--- config.mk ---
export PLATFORM = sky130hd
export DESIGN_NAME = gregorian_date_offset_core
export DESIGN_NICKNAME = d
export VERILOG_FILES = /design/src/rtl/gdo_pkg.sv /design/src/rtl/gregorian_date_offset_core.sv
export SDC_FILE = /design/constraint.sdc
export NUM_CORES = 1
export LEC_CHECK = 0
export BUFFER_PORTS_ARGS = -buffer_cell sky130_fd_sc_hd__buf_2
export CAP_MARGIN = 20
export CORE_ASPECT_RATIO = 1.25
export CORE_MARGIN = 5
export CORE_UTILIZATION = 45
export DETAILED_ROUTE_END_ITERATION = 8
export PLACE_DENSITY = 0.63
export SLEW_MARGIN = 0
export SYNTH_ARGS = -nofsm -noshare
export SYNTH_HDL_FRONTEND = slang
export SYNTH_SLANG_ARGS = --single-unit
--- constraint.sdc ---
create_clock -name clk -period 5.84 [get_ports clk]
set_input_delay 0.584 -clock clk [delete_from_list [all_inputs] [get_ports clk]]
set_output_delay 0.584 -clock clk [all_outputs]
set_load 0.01 [all_outputs]
--- src/rtl/gdo_pkg.sv ---
// Shared types, constants, calendar helpers and the microcode store of the date offset core.
package gdo_pkg;

    localparam int MAX_OFFSET_BITS = 16;

    localparam int IN_W     = 40;
    localparam int OUT_W    = 24;
    localparam int DAY_W    = 18;   // signed running day, holds start day plus or minus offset
    localparam int YEAR_W   = 16;   // signed running year, covers the drift past both ends
    localparam int R400_W   = 14;   // year modulo 400; wide enough for the raw start year
    localparam int STEP_W   = 3;

    localparam logic [15:0] OFF_MASK = 16'((32'd1 << MAX_OFFSET_BITS) - 32'd1);

    localparam logic [R400_W-1:0] CYCLE_YEARS = R400_W'(400);
    localparam logic signed [YEAR_W-1:0] YEAR_MIN = YEAR_W'(1);
    localparam logic signed [YEAR_W-1:0] YEAR_MAX = YEAR_W'(9999);
    localparam logic [3:0] MONTH_JAN = 4'd1;
    localparam logic [3:0] MONTH_FEB = 4'd2;
    localparam logic [3:0] MONTH_DEC = 4'd12;

    typedef enum logic [2:0] {
        OP_NOP,
        OP_LOAD,
        OP_MOD400,
        OP_MFIX,
        OP_NORM,
        OP_BORROW,
        OP_DONE
    } op_t;

    typedef enum logic [2:0] {
        C_NEVER,
        C_ALWAYS,
        C_NO_XFER,
        C_GE400,
        C_DAY_OVER,
        C_DAY_UNDER,
        C_OUT_FULL
    } cond_t;

    typedef struct packed {
        op_t               op;
        cond_t             cond;
        logic [STEP_W-1:0] target;
    } uword_t;

    localparam logic [STEP_W-1:0] S_IDLE   = STEP_W'(0);
    localparam logic [STEP_W-1:0] S_MOD    = STEP_W'(1);
    localparam logic [STEP_W-1:0] S_MFIX   = STEP_W'(2);
    localparam logic [STEP_W-1:0] S_NORM   = STEP_W'(3);
    localparam logic [STEP_W-1:0] S_BORROW = STEP_W'(4);
    localparam logic [STEP_W-1:0] S_DONE   = STEP_W'(5);

    // Jump to target when the condition holds, else fall through to the next step.
    function automatic uword_t ucode(input logic [STEP_W-1:0] step);
        uword_t w;
        case (step)
            S_IDLE:   w = '{OP_LOAD,   C_NO_XFER,   S_IDLE};
            S_MOD:    w = '{OP_MOD400, C_GE400,     S_MOD};
            S_MFIX:   w = '{OP_MFIX,   C_NEVER,     S_IDLE};
            S_NORM:   w = '{OP_NORM,   C_DAY_OVER,  S_NORM};
            S_BORROW: w = '{OP_BORROW, C_DAY_UNDER, S_NORM};
            S_DONE:   w = '{OP_DONE,   C_OUT_FULL,  S_DONE};
            default:  w = '{OP_NOP,    C_ALWAYS,    S_IDLE};
        endcase
        return w;
    endfunction

    // Leap test on the year taken modulo 400.
    function automatic logic is_leap(input logic [R400_W-1:0] r400);
        logic century;
        century = (r400 == R400_W'(100)) || (r400 == R400_W'(200)) ||
                  (r400 == R400_W'(300));
        return (r400[1:0] == 2'b00) && !century;
    endfunction

    function automatic logic [4:0] month_len(input logic [3:0] month, input logic leap);
        logic [4:0] len;
        case (month)
            MONTH_FEB:                 len = leap ? 5'd29 : 5'd28;
            4'd4, 4'd6, 4'd9, 4'd11:   len = 5'd30;
            default:                   len = 5'd31;
        endcase
        return len;
    endfunction

endpackage

--- src/rtl/gregorian_date_offset_core.sv ---
// Top level of the date offset core: microcoded sequencer and its month-step datapath.
//
//  channel  | direction | payload (low bit first)
//  ---------+-----------+------------------------------------------------------------------
//  s_axis   | in        | mode[0] start_day[5:1] start_month[9:6] start_year[23:10]
//           |           | offset_days[39:24]
//  m_axis   | out       | result_day[4:0] result_month[8:5] result_year[22:9] year_error[23]
//
// One item at a time. An item is loaded, its year is reduced modulo 400 and its month
// fixed; the day is then normalised a month at a time, by the NORM step for each month
// crossed forward and by the NORM and BORROW steps for each month stepped back, and the
// result is written out. The month-step loop of the sequencer dominates the time per item.
// rst_n clears the step counter and the output valid flag.
// A new item is taken while the previous result waits in the output register; the
// sequencer holds at its last step only if that register is still full.
module gregorian_date_offset_core (
    input  logic                        clk,
    input  logic                        rst_n,
    input  logic                        s_axis_tvalid,
    output logic                        s_axis_tready,
    // mode, start_day, start_month, start_year, offset_days
    input  logic [gdo_pkg::IN_W-1:0]    s_axis_tdata,
    output logic                        m_axis_tvalid,
    input  logic                        m_axis_tready,
    // result_day, result_month, result_year, year_error
    output logic [gdo_pkg::OUT_W-1:0]   m_axis_tdata
);

    logic [gdo_pkg::STEP_W-1:0]          step_reg, step_next;
    logic signed [gdo_pkg::DAY_W-1:0]    day_reg, day_next;
    logic [3:0]                          month_reg, month_next;
    logic signed [gdo_pkg::YEAR_W-1:0]   year_reg, year_next;
    logic [gdo_pkg::R400_W-1:0]          r400_reg, r400_next;
    logic                                out_valid_reg, out_valid_next;
    logic [gdo_pkg::OUT_W-1:0]           out_data_reg, out_data_next;

    gdo_pkg::uword_t                     uw;
    logic                                xfer_in;
    logic                                out_full;
    logic [4:0]                          len_cur;
    logic                                day_over;
    logic                                day_under;
    logic                                ge400;
    logic                                take;
    logic                                yr_inc;
    logic                                yr_dec;
    logic [15:0]                         off;
    logic signed [gdo_pkg::DAY_W-1:0]    off_ext;
    logic signed [gdo_pkg::DAY_W-1:0]    sday_ext;
    logic [13:0]                         ry;
    logic                                err;

    assign uw            = gdo_pkg::ucode(step_reg);
    assign s_axis_tready = (uw.op == gdo_pkg::OP_LOAD);
    assign xfer_in       = s_axis_tvalid && s_axis_tready;
    assign out_full      = out_valid_reg && !m_axis_tready;
    assign m_axis_tvalid = out_valid_reg;
    assign m_axis_tdata  = out_data_reg;

    assign len_cur   = gdo_pkg::month_len(month_reg, gdo_pkg::is_leap(r400_reg));
    assign day_over  = day_reg > $signed({{(gdo_pkg::DAY_W-5){1'b0}}, len_cur});
    assign day_under = day_reg < $signed(gdo_pkg::DAY_W'(1));
    assign ge400     = r400_reg >= gdo_pkg::CYCLE_YEARS;

    assign off      = s_axis_tdata[39:24] & gdo_pkg::OFF_MASK;
    assign off_ext  = $signed({{(gdo_pkg::DAY_W-16){1'b0}}, off});
    assign sday_ext = $signed({{(gdo_pkg::DAY_W-5){1'b0}}, s_axis_tdata[5:1]});

    // Clamp the year into the range 1 to 9999 and flag a year that falls outside it.
    always_comb
    begin
        if (year_reg < gdo_pkg::YEAR_MIN)
        begin
            ry  = 14'(gdo_pkg::YEAR_MIN);
            err = 1'b1;
        end
        else if (year_reg > gdo_pkg::YEAR_MAX)
        begin
            ry  = 14'(gdo_pkg::YEAR_MAX);
            err = 1'b1;
        end
        else
        begin
            ry  = year_reg[13:0];
            err = 1'b0;
        end
    end

    always_comb
    begin
        case (uw.cond)
            gdo_pkg::C_NEVER:     take = 1'b0;
            gdo_pkg::C_ALWAYS:    take = 1'b1;
            gdo_pkg::C_NO_XFER:   take = !xfer_in;
            gdo_pkg::C_GE400:     take = ge400;
            gdo_pkg::C_DAY_OVER:  take = day_over;
            gdo_pkg::C_DAY_UNDER: take = day_under;
            gdo_pkg::C_OUT_FULL:  take = out_full;
            default:              take = 1'b0;
        endcase
        step_next = take ? uw.target : step_reg + gdo_pkg::STEP_W'(1);
    end

    // Datapath driven by the current control word.
    always_comb
    begin
        day_next       = day_reg;
        month_next     = month_reg;
        year_next      = year_reg;
        r400_next      = r400_reg;
        out_data_next  = out_data_reg;
        out_valid_next = out_valid_reg && !m_axis_tready;
        yr_inc         = 1'b0;
        yr_dec         = 1'b0;

        case (uw.op)
            gdo_pkg::OP_LOAD:
            begin
                if (xfer_in)
                begin
                    day_next   = s_axis_tdata[0] ? sday_ext - off_ext : sday_ext + off_ext;
                    month_next = s_axis_tdata[9:6];
                    year_next  = $signed({{(gdo_pkg::YEAR_W-14){1'b0}}, s_axis_tdata[23:10]});
                    r400_next  = s_axis_tdata[23:10];
                end
            end
            gdo_pkg::OP_MOD400:
            begin
                if (ge400)
                begin
                    r400_next = r400_reg - gdo_pkg::CYCLE_YEARS;
                end
            end
            gdo_pkg::OP_MFIX:
            begin
                if (month_reg == 4'd0)
                begin
                    month_next = gdo_pkg::MONTH_DEC;
                    yr_dec     = 1'b1;
                end
                else if (month_reg > gdo_pkg::MONTH_DEC)
                begin
                    month_next = month_reg - gdo_pkg::MONTH_DEC;
                    yr_inc     = 1'b1;
                end
            end
            gdo_pkg::OP_NORM:
            begin
                if (day_over)
                begin
                    day_next = day_reg - $signed({{(gdo_pkg::DAY_W-5){1'b0}}, len_cur});
                    if (month_reg == gdo_pkg::MONTH_DEC)
                    begin
                        month_next = gdo_pkg::MONTH_JAN;
                        yr_inc     = 1'b1;
                    end
                    else
                    begin
                        month_next = month_reg + 4'd1;
                    end
                end
                else if (day_under)
                begin
                    // step the month back; the borrow step adds its length
                    if (month_reg == gdo_pkg::MONTH_JAN)
                    begin
                        month_next = gdo_pkg::MONTH_DEC;
                        yr_dec     = 1'b1;
                    end
                    else
                    begin
                        month_next = month_reg - 4'd1;
                    end
                end
            end
            gdo_pkg::OP_BORROW:
            begin
                if (day_under)
                begin
                    day_next = day_reg + $signed({{(gdo_pkg::DAY_W-5){1'b0}}, len_cur});
                end
            end
            gdo_pkg::OP_DONE:
            begin
                if (!out_full)
                begin
                    out_valid_next = 1'b1;
                    out_data_next  = {err, ry, month_reg, day_reg[4:0]};
                end
            end
            default:
            begin
            end
        endcase

        // keep the year and its residue modulo 400 in step
        if (yr_inc)
        begin
            year_next = year_reg + gdo_pkg::YEAR_W'(1);
            r400_next = (r400_reg == gdo_pkg::CYCLE_YEARS - gdo_pkg::R400_W'(1)) ?
                        '0 : r400_reg + gdo_pkg::R400_W'(1);
        end
        else if (yr_dec)
        begin
            year_next = year_reg - gdo_pkg::YEAR_W'(1);
            r400_next = (r400_reg == '0) ?
                        gdo_pkg::CYCLE_YEARS - gdo_pkg::R400_W'(1) :
                        r400_reg - gdo_pkg::R400_W'(1);
        end
    end

    always_ff @(posedge clk or negedge rst_n)
    begin
        if (!rst_n)
        begin
            step_reg      <= gdo_pkg::S_IDLE;
            out_valid_reg <= 1'b0;
        end
        else
        begin
            step_reg      <= step_next;
            out_valid_reg <= out_valid_next;
        end
    end

    always_ff @(posedge clk)
    begin
        day_reg      <= day_next;
        month_reg    <= month_next;
        year_reg     <= year_next;
        r400_reg     <= r400_next;
        out_data_reg <= out_data_next;
    end

endmodule
======== Word level (Yosys, flattened, before mapping) ========
Index checks and enable logic that the tools add are counted.
storage, ports and cells
  register bits ........................... 80
  input bits .............................. 44
  output and inout port bits .............. 26
operators by class
  add/sub/neg operators ................... 13
  magnitude comparators ................... 6
  equality and inequality tests ........... 35
  mux-type cells .......................... 42
  bitwise gates (word level) .............. 1
  reduce and logical (&&, ||, !) cells .... 24
operator list
  operator               number
  $mux 14                7
  $mux 18                4
  $mux 16                4
  $pmux 18 s3            1
  $pmux 9 s6             1
  $eq 14x9->1 const B    2
  $mux 4                 7
  $pmux 14 s2            1
  $eq 3x3->1 const B     8
  $add 18x6->18          1
  $eq 3x2->1 const B     6
  $gt 18x6->1            1
  $lt 18x2->1 const B    1
  $sub 18x6->18          1
  $add 5x16->17          1
  $sub 5x16->17          1
  $add 16x2->16 const B  1
  $gt 16x15->1 const B   1
  $lt 16x2->1 const B    1
  $sub 16x2->16 const B  1
  $add 14x1->14 const B  1
  $eq 14x7->1 const B    1
  $eq 14x8->1 const B    1
  $ge 14x9->1 const B    1
  38 further kinds       66

======== Depth between registers and ports, before layout ========
  word-level depth ........................ 12
  mapped depth ............................ 19
  depth with buffers taken out ............ 17

======== Worst setup path before layout ========
OpenSTA, ideal clock, no wires.
  path kind ............................... reg2reg
  from .................................... reg r400_reg[4] (netlist name)
  to ...................................... reg day_reg[0] (netlist name) (enable)
  library setup time ...................... 0.421 ns
  arrival ................................. 4.816 ns
  data required time ...................... 5.419 ns
  slack ................................... 0.603 ns
  stages on the path, launching flop included .. 18
  cell sequence ........................... edfxtp_1 > clkbuf_1 > inv_1 > ha_1 > and4b_1 > nand2_1 > o21ai_0 > a32oi_1 > o31ai_1 > o21ai_0 > ha_1 > fa_1 > and4b_1 > o21ai_0 > a21oi_1 > clkbuf_1 > mux2i_1 > a211oi_1
between the ends
  word-level cells in the longest chain between the ends .. 10
  elaborated cells between the ends (all ways) .. 12
  classes of those cells .................. 1 x order compare; 4 x eq/ne; 2 x mux; 5 x reduce/logical
ends and longest elaborated chain
  element                                            RTL line                           RTL
  start: declaration                                 gregorian_date_offset_core.sv:33   logic [gdo_pkg::R400_W-1:0] r400_reg, r400_next;
  start signal: assignment                           gregorian_date_offset_core.sv:231  r400_reg <= r400_next;
  $eq 14x7->1 / $eq 14x8->1 (equally long branches)  gdo_pkg.sv:73                      century = (r400 == R400_W'(100)) || (r400 == R400_W'(200)) ||
  $logic_or 1x1->1                                   gdo_pkg.sv:73
  $logic_or 1x1->1 *                                 gdo_pkg.sv:73
  $logic_not 1->1 *                                  gdo_pkg.sv:75                      return (r400[1:0] == 2'b00) && !century;
  $logic_and 1x1->1 *                                gdo_pkg.sv:75
  $mux 1 *                                           gdo_pkg.sv:81                      MONTH_FEB: len = leap ? 5'd29 : 5'd28;
  $pmux 2 s2 *                                       gdo_pkg.sv:80                      case (month)
  $gt 18x6->1 *                                      gregorian_date_offset_core.sv:61   assign day_over = day_reg > $signed({{(gdo_pkg::DAY_W-5){1'b0}}, len_cur});
  $ne 2x2->1 (no source line) *                      -
  $reduce_and 4->1 (no source line) *                -
  end signal: assignment                             gregorian_date_offset_core.sv:228  day_reg <= day_next;
  end: declaration                                   gregorian_date_offset_core.sv:30   logic signed [gdo_pkg::DAY_W-1:0] day_reg, day_next;
Mark *: on every way between the ends. The rest lies on a longest branch, timed or not.
A chain may end at the register's enable or synchronous reset.

======== Worst setup path in the final report ========
  from .................................... reg r400_reg[0] (netlist name)
  to ...................................... reg r400_reg[2] (netlist name) (enable)
between the ends
  word-level cells in the longest chain between the ends .. 12
  elaborated cells between the ends (all ways) .. 20
  classes of those cells .................. 2 x order compare; 5 x eq/ne; 6 x mux; 7 x reduce/logical
ends and longest elaborated chain
  element                                              RTL line                           RTL
  $eq 14x7->1 / $eq 14x8->1 (equally long branches)    gdo_pkg.sv:73
  $logic_or 1x1->1 (2 in series)                       gdo_pkg.sv:73
  $logic_not 1->1                                      gdo_pkg.sv:75
  $logic_and 1x1->1                                    gdo_pkg.sv:75
  $mux 1                                               gdo_pkg.sv:81
  $pmux 2 s2                                           gdo_pkg.sv:80
  $gt 18x6->1                                          gregorian_date_offset_core.sv:61
  $mux 1                                               gregorian_date_offset_core.sv:149  if (day_over)
  $pmux 1 s2                                           gregorian_date_offset_core.sv:116  case (uw.op)
  $ne 4x4->1 (no source line) (tied with other cells)  -
  $reduce_and 3->1 (no source line) *                  -
Marks and branches as above.

==> results.cfg <==
[synthesis]
ys_ff_latch = 80
synth_cell_types = 76
synth_area_mm2 = 0.00735
yosysWarnings = 0
synth_nets = 941
ys.flop_type = edfxtp_1
synth_enable_flop_cells = 76
syn_inst = 853
yosysSeqAreaShare = 0.324
avgSynthCellArea_um2 = 8.62
async_flop_share = 0.0500

[timing]
whs_ns = 0.0278
tightest_slew_ns = 0.981
fin_worst_skew_ns = 0.00935
fmax_mhz = 183
min_period_over_period = 0.933
slew_viol_final = 0
max_slew_margin = 0.337
rsz0062_at_grt = false
min_period_ns = 5.45
hold_violations = 0
tns_ns = 0
setup_viol = 0

[finish]
layout_commonest_cell = nand2_1
layout_common_cells = nand2_1, edfxtp_1, buf_2
area_growth_syn_to_layout_pct = 9.96
n_antenna_cell = 0
utilization = 0.501
n_fill_cell = 1635
drive_gt1_frac = 0.138
fin_area_mm2 = 0.00808
regArea_mm2 = 0.00238
multiInputGateArea_mm2 = 0.00453
fin_nets = 975
largest_register_ffs = 24

[pwr]
power_frac_seq = 0.342
irDropWorstVdd_mv = 0.187
p_per_area_mw_per_mm2 = 489
p_int_mw = 2.12
p_leak_nw = 3.08
switching_share = 0.464
pwr-share-comb = 0.520
finalPower_mw = 3.95
switchingPower_mw = 1.84
pwr-share-clk = 0.139

[global_routing]
grt_overflow_total = 0
grt_pass1_wl_um = 33900
grt_pass1_vias = 6659
antenna_found_initial = 0
grt_max_degree = 40
grt_use_total = 0.215

[clocking]
tritoncts = done
clk_latency_ns = 0.35
cts_root_buf = clkbuf_16
cts-resized-gates = 0
cts_buffer_depth = 2
holdBufCountCts = 0
clkSlewWorstSetupHoldPaths_ns = 0.07
clock-sinks = 80
htreeDepth = 3
cts_setup_buffers = 0
cts_buffers = 9

[floorplan]
start_util = 0.456
die_height_um = 153
rows = 52
dieArea_mm2 = 0.0190
num_io_pins = 70
die_x_um = 124
core_area_mm2 = 0.0161

[setup_path]
critPathCaptureType = flip-flop
crit_type = reg -> reg
cp_data_required_time_ns = 5.82
r2r_setup_slack_ns = 0.39
critPathMaxFanout = 22
rr_startpoint = r400_reg[0]
reg2reg_depth = 16
cp_data_arrival_time_ns = 5.43
start_kind = flip-flop
rr_endpoint = r400_reg[2]

[place]
gp_congestion = 0.929
portBuffers = 69
placed_area_mm2 = 0.00781
dp_hpwl_um = 15400

[hold_path]
hold_class = in -> async

[route]
drt_pass1_iterations = 7
wl_per_cell_um = 18.8
drtAntennaViolNets = 0
avgViaCountPerCell = 6.22
drc = 0
drt-initial-drc-count = 512
wirelength_um = 20800
vias = 6891

[outcome]
status = finished, final reports clean

[job]
drv_cap = 0
logic make-up (layout without fill, tap and decap cells):
logic type | after synthesis | after routing | synth area share
AO/OA/AOI/OAI | 274 | 274 | 0.273
AND/OR/NAND/NOR | 309 | 309 | 0.218
flip-flops | 80 | 80 | 0.324
adder cells (fa/ha/maj) | 44 | 44 | 0.0790
XOR/XNOR | 32 | 32 | 0.0381
buffers and inverters | 109 | 148 | 0.0613
multiplexers | 5 | 5 | 0.00681
per-layer routing:
metal,routed length (µm),track usage
met4,552,0.0773
met5,0,0
met1,8440,0.253
met2,11000,0.398
met3,826,0.0276
through the flow:
stage	cells	setup WS, ns
2_1_floorplan	853	0.603
3_3_place_gp	1092	0.613
6_report	1108	0.389
3_5_place_dp	1092	0.554
4_1_cts	1108	0.489
5_1_grt	1108	0.105
critical path, stage by stage (launching register included):
cell and delay [ns]:
edfxtp_1 0.45, inv_1 0.13, ha_1 0.27, and4b_1 0.25, nand2_1 0.05, o21ai_0 0.15
a32oi_1 0.09, o31ai_1 0.52, o21ai_0 0.27, ha_1 0.27, fa_1 0.44, and4b_1 0.38
o21ai_0 0.18, a2111oi_2 0.63, o21a_4 0.41, nor2_2 0.22, o21ai_0 0.35
layout make-up:
cell class                      count  area share
Multi-Input combinational cell    664       0.560
Tap cell                          216      0.0334
Sequential cell                    80       0.295
Clock inverter                      7     0.00650
Inverter                           52      0.0241
Clock buffer                        9      0.0279
Timing Repair Buffer               80      0.0529
how the worst max path moves through the flow:
stage | endpoint | startpoint | slack (ns)
6_report | r400_reg[2] | r400_reg[0] | 0.39
5_1_grt | r400_reg[2] | r400_reg[0] | 0.10
4_1_cts | r400_reg[2] | r400_reg[4] | 0.49
3_5_place_dp | year_reg[15] | r400_reg[4] | 0.55
3_3_place_gp | year_reg[15] | r400_reg[4] | 0.61
2_1_floorplan | day_reg[0] | r400_reg[4] | 0.60
synthesized netlist by cell type (6+ instances only):
| cell | n | area share |
|---|---|---|
| buf_2 | 9 | 0.0061 |
| a21o_1 | 6 | 0.0061 |
| a211o_1 | 6 | 0.0071 |
| ha_1 | 40 | 0.068 |
| or3_1 | 10 | 0.0085 |
| a22o_1 | 10 | 0.012 |
| nor3b_1 | 6 | 0.0061 |
| xor2_1 | 13 | 0.015 |
| o22ai_1 | 6 | 0.0051 |
| inv_1 | 52 | 0.027 |
| nand4_1 | 12 | 0.010 |
| nor4_1 | 6 | 0.0051 |
| a221o_1 | 19 | 0.026 |
| o21a_1 | 9 | 0.0092 |
| nor2_1 | 58 | 0.030 |
| nand2b_1 | 7 | 0.0060 |
| nand3_1 | 25 | 0.017 |
| edfxtp_1 | 76 | 0.31 |
| nand2_1 | 82 | 0.042 |
| o221ai_1 | 19 | 0.023 |
| or4_1 | 7 | 0.0071 |
| o211ai_1 | 18 | 0.018 |
| a211oi_1 | 10 | 0.010 |
| and2_1 | 15 | 0.013 |
| o21ai_1 | 7 | 0.0048 |
| o21ai_0 | 48 | 0.033 |
| nor3_1 | 31 | 0.021 |
| a21oi_1 | 36 | 0.025 |
| or2_2 | 6 | 0.0051 |
| a31oi_1 | 13 | 0.011 |
| xnor2_1 | 19 | 0.023 |
| o31ai_1 | 9 | 0.0092 |
| clkbuf_1 | 43 | 0.022 |
| and3_1 | 17 | 0.014 |
power by group through the flow:
stage	Clock [mW]	Sequential (mW)	Combinational, mW
6_report	0.548	1.35	2.06
5_1_grt	0.584	1.39	2.28
3_5_place_dp	0	1.35	2.04
3_3_place_gp	0	1.35	2.04
2_1_floorplan	0	1.17	1.64
4_1_cts	0.557	1.34	2.06
(Power assumes the default switching activity.)
